[src/hdl/msgp_pkg.sv]
package msgp_pkg;

    localparam int STOP_REGS     = 4;
    localparam int STOP_IDX_W    = $clog2(STOP_REGS);
    localparam int NSTOP_W       = 3;
    localparam int COLOR_W       = 16;
    localparam int CHANNELS      = 3;
    localparam int RGB_W         = COLOR_W * CHANNELS;
    localparam int WEIGHT_W      = 16;
    localparam int TOTAL_W       = WEIGHT_W + 2;
    localparam int IDX_W         = 12;
    localparam int LEN_W         = 13;
    localparam int NUM_W         = WEIGHT_W + LEN_W;
    localparam int CNT_W         = $clog2(NUM_W);
    localparam int DELTA_W       = COLOR_W + 1;
    localparam int PROD_W        = DELTA_W + LEN_W;
    localparam int DIV_STEPS     = COLOR_W + IDX_W;
    localparam int REM_W         = LEN_W;
    localparam int OUT_W         = 8;
    localparam int CFG_IDX_W     = 3;
    localparam int CFG_DATA_W    = 64;
    // push edge, pop into multiply stage, divider stages, output register
    localparam int LATENCY       = DIV_STEPS + 3;
    localparam int DEF_MAX_STOPS = 4;
    localparam int DEF_MAX_LINE  = 4096;

    typedef enum logic [CFG_IDX_W-1:0] {
        REG_START  = 3'd0,
        REG_STOP0  = 3'd1,
        REG_STOP1  = 3'd2,
        REG_STOP2  = 3'd3,
        REG_STOP3  = 3'd4,
        REG_NSTOPS = 3'd5,
        REG_LENGTH = 3'd6
    } t_cfg_reg;

    typedef enum logic [2:0] {
        ST_IDLE,
        ST_SUM,
        ST_MUL,
        ST_DIV,
        ST_STORE
    } t_setup_state;

    // element 2 is red, 1 green, 0 blue
    typedef logic [CHANNELS-1:0][COLOR_W-1:0] t_color;

    typedef struct packed {
        logic [LEN_W-1:0]                  len;
        logic [NSTOP_W-1:0]                n;
        t_color                            start;
        logic [STOP_REGS-1:0][RGB_W-1:0]   colour;
        logic [STOP_REGS-1:0][LEN_W-1:0]   lo;
        logic [STOP_REGS-1:0][LEN_W-1:0]   hi;
    } t_tab;

    typedef struct packed {
        logic                               oor;
        logic [LEN_W-1:0]                   span;
        logic [IDX_W-1:0]                   off;
        t_color                             pred;
        logic [CHANNELS-1:0][DELTA_W-1:0]   delta;
    } t_item;

    typedef struct packed {
        logic                                 oor;
        logic [LEN_W-1:0]                     span;
        t_color                               pred;
        logic [CHANNELS-1:0]                  neg;
        logic [CHANNELS-1:0][REM_W-1:0]       rem;
        logic [CHANNELS-1:0][DIV_STEPS-1:0]   dq;
    } t_dstage;

    // one restoring division step per channel
    function automatic t_dstage div_step(input t_dstage s);
        t_dstage          r;
        logic [REM_W:0]   t;
        logic             ge;
        r = s;
        for (int c = 0; c < CHANNELS; c++) begin
            t  = {s.rem[c], s.dq[c][DIV_STEPS-1]};
            ge = (t >= {1'b0, s.span});
            r.rem[c] = ge ? REM_W'(t - {1'b0, s.span}) : t[REM_W-1:0];
            r.dq[c]  = {s.dq[c][DIV_STEPS-2:0], ge};
        end
        return r;
    endfunction

endpackage

[src/hdl/msgp_fifo.sv]
module msgp_fifo import msgp_pkg::*; (
    input  logic   i_clk,
    input  logic   i_rst_n,
    input  logic   i_push,
    input  t_item  i_data,
    input  logic   i_pop,
    output logic   o_valid,
    output t_item  o_data
);

    t_item        r_mem [2];
    logic         r_wr;
    logic         r_rd;
    logic [1:0]   r_count;
    logic         do_pop;

    assign do_pop  = i_pop && (r_count != 2'd0);
    assign o_valid = (r_count != 2'd0);
    assign o_data  = r_mem[r_rd];

    always_ff @(posedge i_clk) begin
        if (i_push)
            r_mem[r_wr] <= i_data;
    end

    always_ff @(posedge i_clk) begin
        if (!i_rst_n) begin
            r_wr    <= 1'b0;
            r_rd    <= 1'b0;
            r_count <= 2'd0;
        end else begin
            if (i_push)
                r_wr <= ~r_wr;
            if (do_pop)
                r_rd <= ~r_rd;
            case ({i_push, do_pop})
                2'b10:   r_count <= r_count + 2'd1;
                2'b01:   r_count <= r_count - 2'd1;
                default: r_count <= r_count;
            endcase
        end
    end

endmodule

[config.mk]
export PLATFORM = sky130hd
export DESIGN_NAME = msgp_fifo
export DESIGN_NICKNAME = d
export VERILOG_FILES = /design/src/hdl/msgp_pkg.sv /design/src/hdl/msgp_fifo.sv
export SDC_FILE = /design/constraint.sdc
export NUM_CORES = 1
export LEC_CHECK = 0
export ABC_AREA = 1
export BUFFER_PORTS_ARGS = -buffer_cell sky130_fd_sc_hd__clkbuf_2
export CAP_MARGIN = 25
export CORE_ASPECT_RATIO = 2
export CORE_MARGIN = 2
export CORE_UTILIZATION = 30
export DETAILED_ROUTE_END_ITERATION = 6
export GPL_TIMING_DRIVEN = 0
export MAX_ROUTING_LAYER = met4
export PLACE_DENSITY_LB_ADDON = 0.12
export SYNTH_ARGS = -nofsm -noshare
export SYNTH_HDL_FRONTEND = slang
export SYNTH_SLANG_ARGS = --single-unit
[constraint.sdc]
create_clock -name i_clk -period 8.45 [get_ports i_clk]
set_clock_uncertainty 0.15 [all_clocks]
set_input_delay 1.69 -clock i_clk [delete_from_list [all_inputs] [get_ports i_clk]]
set_output_delay 1.69 -clock i_clk [all_outputs]
set_load 0.03 [all_outputs]
==> impl_metrics.ini <==
[run]
maxCapViolCount = 0

[die]
placement_rows = 92
start_util_pct = 30.2
die_w_um = 129
ios = 255
die_area_um2 = 33000
core_um2 = 31300
die_y_um = 255

[clock_tree]
clkLatencyLatePin_ns = 0.53
cts_sinks = 255
tritoncts = built
cts_resized = 0
postCtsHoldBufs = 0
cts.path.max_buffers = 3
root_buffer = clkbuf_16
numCtsBuffers = 25
clk_pin_slew_ns = 0.07
htreeDepth = 1
postCtsSetupBuffers = 0

[synthesis]
synthTopCellsByCount = edfxtp_1, mux2_2, mux2_4
synth-simple-area-share_pct = 0.834
synth-edff-count = 250
synth.yosys.warnings = 0
synth_seq_area_share_pct = 80.5
ys_seq_elements = 255
synth_top_area_share_pct = 79.5
synth_compound_area_share_pct = 0.185
synth_flop_cell = edfxtp_1
synthMuxAreaShare_pct = 16.9
syn_avg_cell_area_um2 = 22.3
ys_async_sr_fraction_pct = 0
synth_top_area_cell = edfxtp_1
synth_fa_ha_area_share_pct = 0.132
synth.distinct_cells = 15
synth_xor_area_share_pct = 0
synth_area_leaders = edfxtp_1, mux2_2, mux2_4, dfxtp_1, buf_6
synth.most_common_cell = edfxtp_1
syn_inst = 424
syn-num-nets = 554
syn_area_um2 = 9450
synth_top_family_by_area = multiplexers

[finish]
layout.nets = 840
final_area_um2 = 12200
drive_above_1_share_pct = 59.8
syn_to_final_growth_pct = 28.8

[min_path]
holdPathStages = 2
hold_class = flop to flop

[detailed_routing]
final_antenna_net_count = 0
wirelength_mm = 19.1
vias = 4804
drc = 0
wl_per_cell_um = 16.6
via_per_inst = 4.17
drt-pass1-iter-count = 4
drtIter0Drc = 178

[sta]
slew_headroom_pct = 45.3
min_period_ns = 3.75
final-setup-viol-count = 0
worst_pin_slew_ns = 0.820
rsz0062_at_grt = false
holdWs_ns = 0.341
timing.final.crit_share_pct = 44.4
fmax_ghz = 0.266
hold_viol = 0
final_max_slew_viol_count = 0

[global_route]
grt_pass1_wl_mm = 27.8
grt_overflow_total = 0
grt_pass1_vias = 5068
gr-usage-all-layers_pct = 11.4
grt_antenna_before_repair = 2
grt_max_degree = 79

[setup_path]
critPathRequiredTime_ns = 6.61
crit_arrival_ns = 1.91
r2r_slack_ns = 6.43
cpPeakStageDelay_ns = 0.33
reg2reg_depth = 3
cpMostUsedCell = buf_6
cp_slowest_cell = dfxtp_1
end_kind = output pin
crit_path_start_kind = flop
crit_type = flop to output pin
crit_chain = buf_6, buf_6, buf_6, mux2_4, clkbuf_2
critical_path.max_fanout = 10

[power_and_ir_drop]
pwr_density_cell_nw_per_um2 = 253
p_leak_nw = 4.67
max-vdd-ir-drop_mv = 0.154
p_total_w = 0.00308

[place]
hpwl_mm = 12.6
dpl_cell_area_um2 = 11400
place_congestion = 0.680
port_buffers = 254

[status]
status = completed
layout make-up:
class,instances,area (um2)
antenna,2,5.00
clock inverter,14,149
clock buffer,30,644
buffer,14,114
timing repair buffer,259,1380
inverter,6,27.5
sequential,255,7610
fill,3030,19100
tap,423,529
multi-input combinational,149,1710
through the flow:
| step | instances | TNS, ns | worst slack (ns) | util (%) |
|---|---|---|---|---|
| after floorplan | 424 | 0 | 0.702 | - |
| after global routing | 1152 | 0 | 4.58 | 38.9 |
| final | 1152 | 0 | 4.70 | 38.9 |
| after detailed placement | 1106 | 0 | 4.90 | 36.3 |
| after global placement | 1101 | -430.81 | -3.45 | 35.9 |
| after CTS | 1150 | 0 | 4.61 | 38.8 |
where the power goes:
part | total (W) | internal [W] | switching (W) | leakage (nW)
clock network | 0.00110 | 0.000634 | 0.000464 | 0.383
registers | 0.00148 | 0.00147 | 0.0000150 | 2.39
logic | 0.000498 | 0.000188 | 0.000310 | 1.90
total | 0.00308 | 0.00229 | 0.000788 | 4.67
cells by family (layout without fill, tap and decap cells):
logic type	Yosys count	after routing
compound gates	3	3
fa+ha+maj	1	1
buf+inv	20	323
flops	255	255
mux	125	125
other cells	0	2
simple gates	20	20
placed cells by master, fill, tap and decap left out, types with 2 or more instances in the layout:
cell | Yosys | routed
clkbuf_2 | 0 | 254
edfxtp_1 | 250 | 250
mux2_2 | 75 | 75
mux2_4 | 50 | 50
clkbuf_16 | 0 | 25
nor2_1 | 10 | 9
nand2_1 | 8 | 8
buf_6 | 7 | 7
buf_2 | 7 | 7
inv_1 | 6 | 5
dfxtp_1 | 5 | 5
clkbuf_1 | 0 | 5
clkinv_1 | 0 | 4
clkinv_2 | 0 | 4
buf_12 | 0 | 4
bufinv_16 | 0 | 3
diode_2 | 0 | 2
clkinvlp_4 | 0 | 2
worst max-delay path: cells and delay by family, from the launching register on:
family | cells | cell delay (ns)
flip-flops | 1 | 0.33
buffers and inverters | 4 | 0.73
multiplexers | 1 | 0.31
state kept, by name, summed over array words and instances (netlist names), named ones only:
register  cells
r_mem       250
r_wr          1
r_rd          1
r_count       2
layer usage:
metal / up-vias / routed length (um) / track usage [%]
li1: 2250 / - / -
met1: 2319 / 8010 / 13.4
met2: 202 / 8570 / 17.6
met3: 33 / 1970 / 4.56
met4: 0 / 554 / 4.61
met5: - / 0 / -
worst paths after layout:
kind | from | endpoint
min | r_rd | r_rd
min reg2reg | r_rd | r_rd
max | flop | o_data[68]
max reg2reg | r_wr | r_mem[1][104]
(Power assumes the default switching activity.)
