File: src/hdl/msgp_pkg.sv
package msgp_pkg;

    localparam int STOP_REGS     = 4;
    localparam int STOP_IDX_W    = $clog2(STOP_REGS);
    localparam int NSTOP_W       = 3;
    localparam int COLOR_W       = 16;
    localparam int CHANNELS      = 3;
    localparam int RGB_W         = COLOR_W * CHANNELS;
    localparam int WEIGHT_W      = 16;
    localparam int TOTAL_W       = WEIGHT_W + 2;
    localparam int IDX_W         = 12;
    localparam int LEN_W         = 13;
    localparam int NUM_W         = WEIGHT_W + LEN_W;
    localparam int CNT_W         = $clog2(NUM_W);
    localparam int DELTA_W       = COLOR_W + 1;
    localparam int PROD_W        = DELTA_W + LEN_W;
    localparam int DIV_STEPS     = COLOR_W + IDX_W;
    localparam int REM_W         = LEN_W;
    localparam int OUT_W         = 8;
    localparam int CFG_IDX_W     = 3;
    localparam int CFG_DATA_W    = 64;
    // push edge, pop into multiply stage, divider stages, output register
    localparam int LATENCY       = DIV_STEPS + 3;
    localparam int DEF_MAX_STOPS = 4;
    localparam int DEF_MAX_LINE  = 4096;

    typedef enum logic [CFG_IDX_W-1:0] {
        REG_START  = 3'd0,
        REG_STOP0  = 3'd1,
        REG_STOP1  = 3'd2,
        REG_STOP2  = 3'd3,
        REG_STOP3  = 3'd4,
        REG_NSTOPS = 3'd5,
        REG_LENGTH = 3'd6
    } t_cfg_reg;

    typedef enum logic [2:0] {
        ST_IDLE,
        ST_SUM,
        ST_MUL,
        ST_DIV,
        ST_STORE
    } t_setup_state;

    // element 2 is red, 1 green, 0 blue
    typedef logic [CHANNELS-1:0][COLOR_W-1:0] t_color;

    typedef struct packed {
        logic [LEN_W-1:0]                  len;
        logic [NSTOP_W-1:0]                n;
        t_color                            start;
        logic [STOP_REGS-1:0][RGB_W-1:0]   colour;
        logic [STOP_REGS-1:0][LEN_W-1:0]   lo;
        logic [STOP_REGS-1:0][LEN_W-1:0]   hi;
    } t_tab;

    typedef struct packed {
        logic                               oor;
        logic [LEN_W-1:0]                   span;
        logic [IDX_W-1:0]                   off;
        t_color                             pred;
        logic [CHANNELS-1:0][DELTA_W-1:0]   delta;
    } t_item;

    typedef struct packed {
        logic                                 oor;
        logic [LEN_W-1:0]                     span;
        t_color                               pred;
        logic [CHANNELS-1:0]                  neg;
        logic [CHANNELS-1:0][REM_W-1:0]       rem;
        logic [CHANNELS-1:0][DIV_STEPS-1:0]   dq;
    } t_dstage;

    // one restoring division step per channel
    function automatic t_dstage div_step(input t_dstage s);
        t_dstage          r;
        logic [REM_W:0]   t;
        logic             ge;
        r = s;
        for (int c = 0; c < CHANNELS; c++) begin
            t  = {s.rem[c], s.dq[c][DIV_STEPS-1]};
            ge = (t >= {1'b0, s.span});
            r.rem[c] = ge ? REM_W'(t - {1'b0, s.span}) : t[REM_W-1:0];
            r.dq[c]  = {s.dq[c][DIV_STEPS-2:0], ge};
        end
        return r;
    endfunction

endpackage

File: src/hdl/msgp_setup.sv
module msgp_setup import msgp_pkg::*; #(
    parameter int MAX_STOPS = DEF_MAX_STOPS,
    parameter int MAX_LINE  = DEF_MAX_LINE
) (
    input  logic                  i_clk,
    input  logic                  i_rst_n,
    input  logic                  i_cfg_we,
    input  logic [CFG_IDX_W-1:0]  i_cfg_index,
    input  logic [CFG_DATA_W-1:0] i_cfg_data,
    output logic                  o_busy,
    output t_tab                  o_tab
);

    logic [RGB_W-1:0]                      r_start;
    logic [STOP_REGS-1:0][CFG_DATA_W-1:0]  r_stop;
    logic [NSTOP_W-1:0]                    r_nstops;
    logic [LEN_W-1:0]                      r_length;

    t_setup_state                          r_state, n_state;
    logic [STOP_IDX_W-1:0]                 r_k;
    logic [TOTAL_W-1:0]                    r_total;
    logic [NUM_W-1:0]                      r_num;
    logic [TOTAL_W-1:0]                    r_rem;
    logic [CNT_W-1:0]                      r_cnt;
    logic [LEN_W-1:0]                      r_ptr;
    logic [STOP_REGS-1:0][LEN_W-1:0]       r_lo;
    logic [STOP_REGS-1:0][LEN_W-1:0]       r_hi;

    logic [NSTOP_W-1:0]  n_eff;
    logic [LEN_W-1:0]    len_eff;
    logic [TOTAL_W-1:0]  sum;
    logic [TOTAL_W:0]    trial;
    logic                trial_ge;
    logic [LEN_W-1:0]    chunk;
    logic                last;

    always_comb begin
        n_eff = (r_nstops > NSTOP_W'(MAX_STOPS)) ? NSTOP_W'(MAX_STOPS) : r_nstops;
        len_eff = (17'(r_length) > 17'(MAX_LINE)) ? LEN_W'(MAX_LINE) : r_length;
        sum = '0;
        for (int k = 0; k < STOP_REGS; k++) begin
            if (NSTOP_W'(k) < n_eff)
                sum = sum + TOTAL_W'(r_stop[k][CFG_DATA_W-1 -: WEIGHT_W]);
        end
        trial    = {r_rem, r_num[NUM_W-1]};
        trial_ge = (trial >= {1'b0, r_total});
        chunk    = (r_total == '0) ? '0 : r_num[LEN_W-1:0];
        last     = ((NSTOP_W'(r_k) + NSTOP_W'(1)) == n_eff);
    end

    // configuration registers
    always_ff @(posedge i_clk) begin
        if (!i_rst_n) begin
            r_start  <= '0;
            r_stop   <= '0;
            r_nstops <= '0;
            r_length <= LEN_W'(1);
        end else if (i_cfg_we) begin
            unique case (i_cfg_index)
                REG_START:  r_start  <= i_cfg_data[RGB_W-1:0];
                REG_STOP0:  r_stop[0] <= i_cfg_data;
                REG_STOP1:  r_stop[1] <= i_cfg_data;
                REG_STOP2:  r_stop[2] <= i_cfg_data;
                REG_STOP3:  r_stop[3] <= i_cfg_data;
                REG_NSTOPS: r_nstops <= i_cfg_data[NSTOP_W-1:0];
                REG_LENGTH: r_length <= i_cfg_data[LEN_W-1:0];
                default: ;
            endcase
        end
    end

    always_ff @(posedge i_clk) begin
        if (!i_rst_n)
            r_state <= ST_SUM;
        else
            r_state <= n_state;
    end

    always_comb begin
        n_state = r_state;
        unique case (r_state)
            ST_IDLE:  n_state = ST_IDLE;
            ST_SUM:   n_state = (n_eff == '0) ? ST_IDLE : ST_MUL;
            ST_MUL:   n_state = ST_DIV;
            ST_DIV:   n_state = (r_cnt == CNT_W'(NUM_W - 1)) ? ST_STORE : ST_DIV;
            ST_STORE: n_state = last ? ST_IDLE : ST_MUL;
            default:  n_state = ST_IDLE;
        endcase
        // a new write restarts the span table
        if (i_cfg_we)
            n_state = ST_SUM;
    end

    always_ff @(posedge i_clk) begin
        case (r_state)
            ST_SUM: begin
                r_total <= sum;
                r_k     <= '0;
                r_ptr   <= '0;
            end
            ST_MUL: begin
                r_num <= NUM_W'(r_stop[r_k][CFG_DATA_W-1 -: WEIGHT_W] * len_eff);
                r_rem <= '0;
                r_cnt <= '0;
            end
            ST_DIV: begin
                r_rem <= trial_ge ? TOTAL_W'(trial - {1'b0, r_total}) : trial[TOTAL_W-1:0];
                r_num <= {r_num[NUM_W-2:0], trial_ge};
                r_cnt <= r_cnt + CNT_W'(1);
            end
            ST_STORE: begin
                r_lo[r_k] <= r_ptr;
                r_hi[r_k] <= last ? len_eff : r_ptr + chunk;
                r_ptr     <= r_ptr + chunk;
                r_k       <= r_k + STOP_IDX_W'(1);
            end
            default: ;
        endcase
    end

    always_comb begin
        o_busy      = (r_state != ST_IDLE);
        o_tab.len   = len_eff;
        o_tab.n     = n_eff;
        o_tab.start = r_start;
        o_tab.lo    = r_lo;
        o_tab.hi    = r_hi;
        for (int k = 0; k < STOP_REGS; k++)
            o_tab.colour[k] = r_stop[k][RGB_W-1:0];
    end

endmodule

File: config.mk
export PLATFORM = sky130hd
export DESIGN_NAME = msgp_setup
export DESIGN_NICKNAME = d
export VERILOG_FILES = /design/src/hdl/msgp_pkg.sv /design/src/hdl/msgp_setup.sv
export SDC_FILE = /design/constraint.sdc
export NUM_CORES = 2
export LEC_CHECK = 0
export ABC_AREA = 1
export BUFFER_PORTS_ARGS = -buffer_cell sky130_fd_sc_hd__buf_2
export CELL_PAD_IN_SITES_DETAIL_PLACEMENT = 1
export CELL_PAD_IN_SITES_GLOBAL_PLACEMENT = 1
export CORE_MARGIN = 3
export CORE_UTILIZATION = 35
export DETAILED_ROUTE_END_ITERATION = 7
export PLACE_DENSITY_LB_ADDON = 0.1
export SLEW_MARGIN = 30
export SYNTH_ARGS = -nofsm -noshare
export SYNTH_HDL_FRONTEND = slang
export SYNTH_SLANG_ARGS = --single-unit
File: constraint.sdc
create_clock -name i_clk -period 6.7 [get_ports i_clk]
set_input_delay 1.34 -clock i_clk [delete_from_list [all_inputs] [get_ports i_clk]]
set_output_delay 1.34 -clock i_clk [all_outputs]
set_load 0.01 [all_outputs]
==> run metrics <==
Top FF cell, synth=dfxtp_1; Post-synth EDFFs=189; Post-Syn Nets=4222; Max Clock Freq=0.157 GHz; Clk Latency, worst-skew pair=0.65 ns; Remaining DRCs=0; num rows=108; slew of the pin with the lowest slew margin=0.907 ns; RR Endpoint=r_num[25]$_DFFE_PP_; Seq/Total Area, Yosys=39.0%; initial DRC count=1181; GRT Total Usage=22.2%; clk sinks=512; Die Height=304 microns; CTS tree=yes; syn avg cell area=8.11 sq um; outcome=finished clean; initial antenna violation count=17; HPWL Detailed=78300 microns; DRT Pass-1 Iters=5; Max clock buf depth=3; WL final=105000 microns; Pwr Density=220 nW/um^2; FF-to-FF Start=r_k[0]$_SDFFCE_PN0P_; Leak Pwr=17.0 nW; global-route wire length before repair=162000 microns; number of vias per cell=4.85; DR vias=25700; Final Cycle Share=95.1%; WP data arrival=6.74 ns; Slew Limit Headroom=39.4%; CTS buffer count=60; HP Start=o_tab[210]$_SDFFE_PN0P_; root buf cell=clkbuf_16; CP Launch Type=register; layout cell share with drive strength beyond 1=17.6%; synthesized flop and latch total=512; Yosys Warn Count=0; H-tree depth=2; synthesized instance count=3837; Die Area=92600 sq um; skew final=0.0331 ns; Synth Cell Area=31100 sq um; remaining antenna violation count=0; min Tclk post-route=6.37 ns; area share of the largest cell type after synthesis=20.8%; Worst setup EP type=register; FF-to-FF setup slack=0.33 ns; IO Port Bufs=430; number of global-route vias before repair=26800; clock slew at reported path FFs=0.06 ns; CP Max Fanout=28; core footprint=87400 sq um; total gr overflow=0; largest cells by area after synthesis=dfxtp_1 (21%), edfxtp_1 (18%), fa_1 (10%), nor2_1 (8.2%), o21ai_0 (6.9%); Final WS setup=0.330 ns; critical path class=register to register; Min-Delay Path Depth=2; Largest stage delay, worst path=0.53 ns; placed insts=5158; ys async rst share=0%; Setup Viol. Count Final=0; Hold Path End=o_tab[210]$_SDFFE_PN0P_; I/O pin count=431; routed len/inst=19.8 microns; Unique masters post-synth=50; GPL Wtd Cong=0.827; fin util=40.8%; Max-Cap Viols=0; largest net degree at the start of global routing=114; pre-CTS setup slack=0.134 ns; Layout Nets=4465; Die Wd=304 microns; Fillers=10600; final cell count without fillers=5291; peak supply drop=210 uV; final-report hold violation count=0; Min-Delay Path Class=register to register; Slowest cell on crit path=fa_1; quantity of hold-fixing buffers added after cts=0; Max Slew Vio Count=0; r2r worst-path depth=30; Yosys top cell by area=dfxtp_1; CP most frequent cell=nand2_1; area delta synth->final=14.6%; required time of the critical path=7.07 ns; Initial Util=35.6%
-- metrics by stage --
| stage | total power, mW | setup TNS, ns | instance area (sq um) | hold slack (ns) |
|---|---|---|---|---|
| 3_3_place_gp | 4.50 | 0 | 33400 | 0.429 |
| 2_1_floorplan | 4.13 | 0 | 31100 | 0.424 |
| 4_1_cts | 7.94 | 0 | 35400 | 0.445 |
| 3_5_place_dp | 4.51 | 0 | 33400 | 0.436 |
| 6_report | 7.85 | 0 | 35700 | 0.441 |
| 5_1_grt | 8.22 | -0.0205 | 35700 | 0.465 |
-- cells by family (layout without fill, tap and decap cells) --
| group | Yosys count | after routing | synth area share, % |
|---|---|---|---|
| other | 0 | 8 | 0 |
| XOR/XNOR | 56 | 56 | 1.58 |
| AO/OA/AOI/OAI | 721 | 721 | 12.2 |
| buffers and inverters | 820 | 1111 | 12.3 |
| flip-flops | 512 | 512 | 39.0 |
| AND/OR/NAND/NOR | 1413 | 1413 | 18.5 |
| adder cells (fa/ha/maj) | 315 | 315 | 16.5 |
-- power by group --
part	internal [mW]	switching, mW
Combinational	0.342	0.712
Clock	1.96	1.44
Sequential	3.34	0.0589
-- final cells by class --
class	instances	area, sq um	area share [%]
flip-flops and latches	512	12100	34.0
inverters	477	1830	5.12
clock buffers	77	1660	4.64
diodes	8	20.0	0.0561
repair buffers	524	2910	8.16
well taps	1155	1450	4.05
clock inverters	33	398	1.12
multi-input cells	2505	15300	42.8
-- repair_timing --
action | in CTS | in global routing
endpoints found under the setup margin | 0 | 13
buffers inserted | 0 | 14
resized for setup | 0 | 28
-- per-layer routing --
layer	routed length (microns)	vias up	GRT usage [%]
met5	67	-	0
met3	7440	129	6.05
li1	-	12600	-
met4	2460	12	5.45
met1	47300	12300	29.2
met2	47400	599	36.1
-- critical path: cells and delay by family, from the launching register on --
family | cells | cell delay, ns
AOI/OAI and AO/OA | 2 | 0.25
adders and majority gates | 6 | 2.95
buffers and inverters | 8 | 0.92
DFF | 1 | 0.42
and+or+nand+nor | 14 | 1.53
-- flip-flops by register name, indices dropped and copies added, names as in the netlist, 13 cells and up --
name	cells
r_total	18
r_num	29
r_stop	64
r_length	13
r_rem	18
r_ptr	13
r_start	48
o_tab	296
-- synth_stat cells, types with 11 or more instances --
master      n
nor2_1    682
nand2_1   528
inv_1     456
o21ai_0   427
dfxtp_1   323
a21oi_1   214
buf_4     192
edfxtp_1  189
fa_1      159
ha_1      156
clkbuf_1  134
nand3_1    98
xor2_1     30
xnor2_1    26
nand2_2    20
nor3_1     16
or2_2      15
nand4_1    14
o211ai_1   14
o21bai_1   13
a31oi_1    11
inv_2      11
o21ai_1    11
-- cell usage in the layout (no fill, tap or decap), types with 6 or more instances in the layout --
cell type / count
inv_2: 12
xnor2_1: 26
clkinv_1: 10
o21ai_1: 13
dfxtp_1: 323
nor3_1: 15
clkinvlp_4: 11
buf_2: 429
nand3b_1: 10
clkinv_2: 9
nand3_1: 97
nor2_2: 6
fa_1: 159
or2_2: 15
clkbuf_16: 61
nor2_4: 6
clkbuf_8: 10
xor2_1: 30
inv_1: 447
diode_2: 8
buf_4: 90
edfxtp_1: 189
a21oi_1: 213
nand4_1: 14
o211ai_1: 14
nand2_1: 521
nand2_2: 26
ha_1: 156
a31oi_1: 11
o21ai_0: 424
nor2_1: 673
nand3_2: 10
clkbuf_1: 8
a21o_1: 7
o21bai_1: 13
-- worst max-delay path by stage --
stage                                   from                  end  slack (ns)  cells after the start
floorplan               r_k[0]$_SDFFCE_PN0P_  r_num[25]$_DFFE_PP_        0.64                     31
global placement    r_length[0]$_SDFFE_PN1P_  r_num[25]$_DFFE_PP_        0.14                     28
detailed placement  r_length[9]$_SDFFE_PN0P_  r_num[25]$_DFFE_PP_        0.13                     27
CTS                 r_length[9]$_SDFFE_PN0P_  r_num[25]$_DFFE_PP_         0.1                     27
global route            r_k[0]$_SDFFCE_PN0P_  r_num[25]$_DFFE_PP_       -0.02                     30
finish                  r_k[0]$_SDFFCE_PN0P_  r_num[25]$_DFFE_PP_        0.33                     30
No activity file was read; power rests on OpenSTA's default activity.
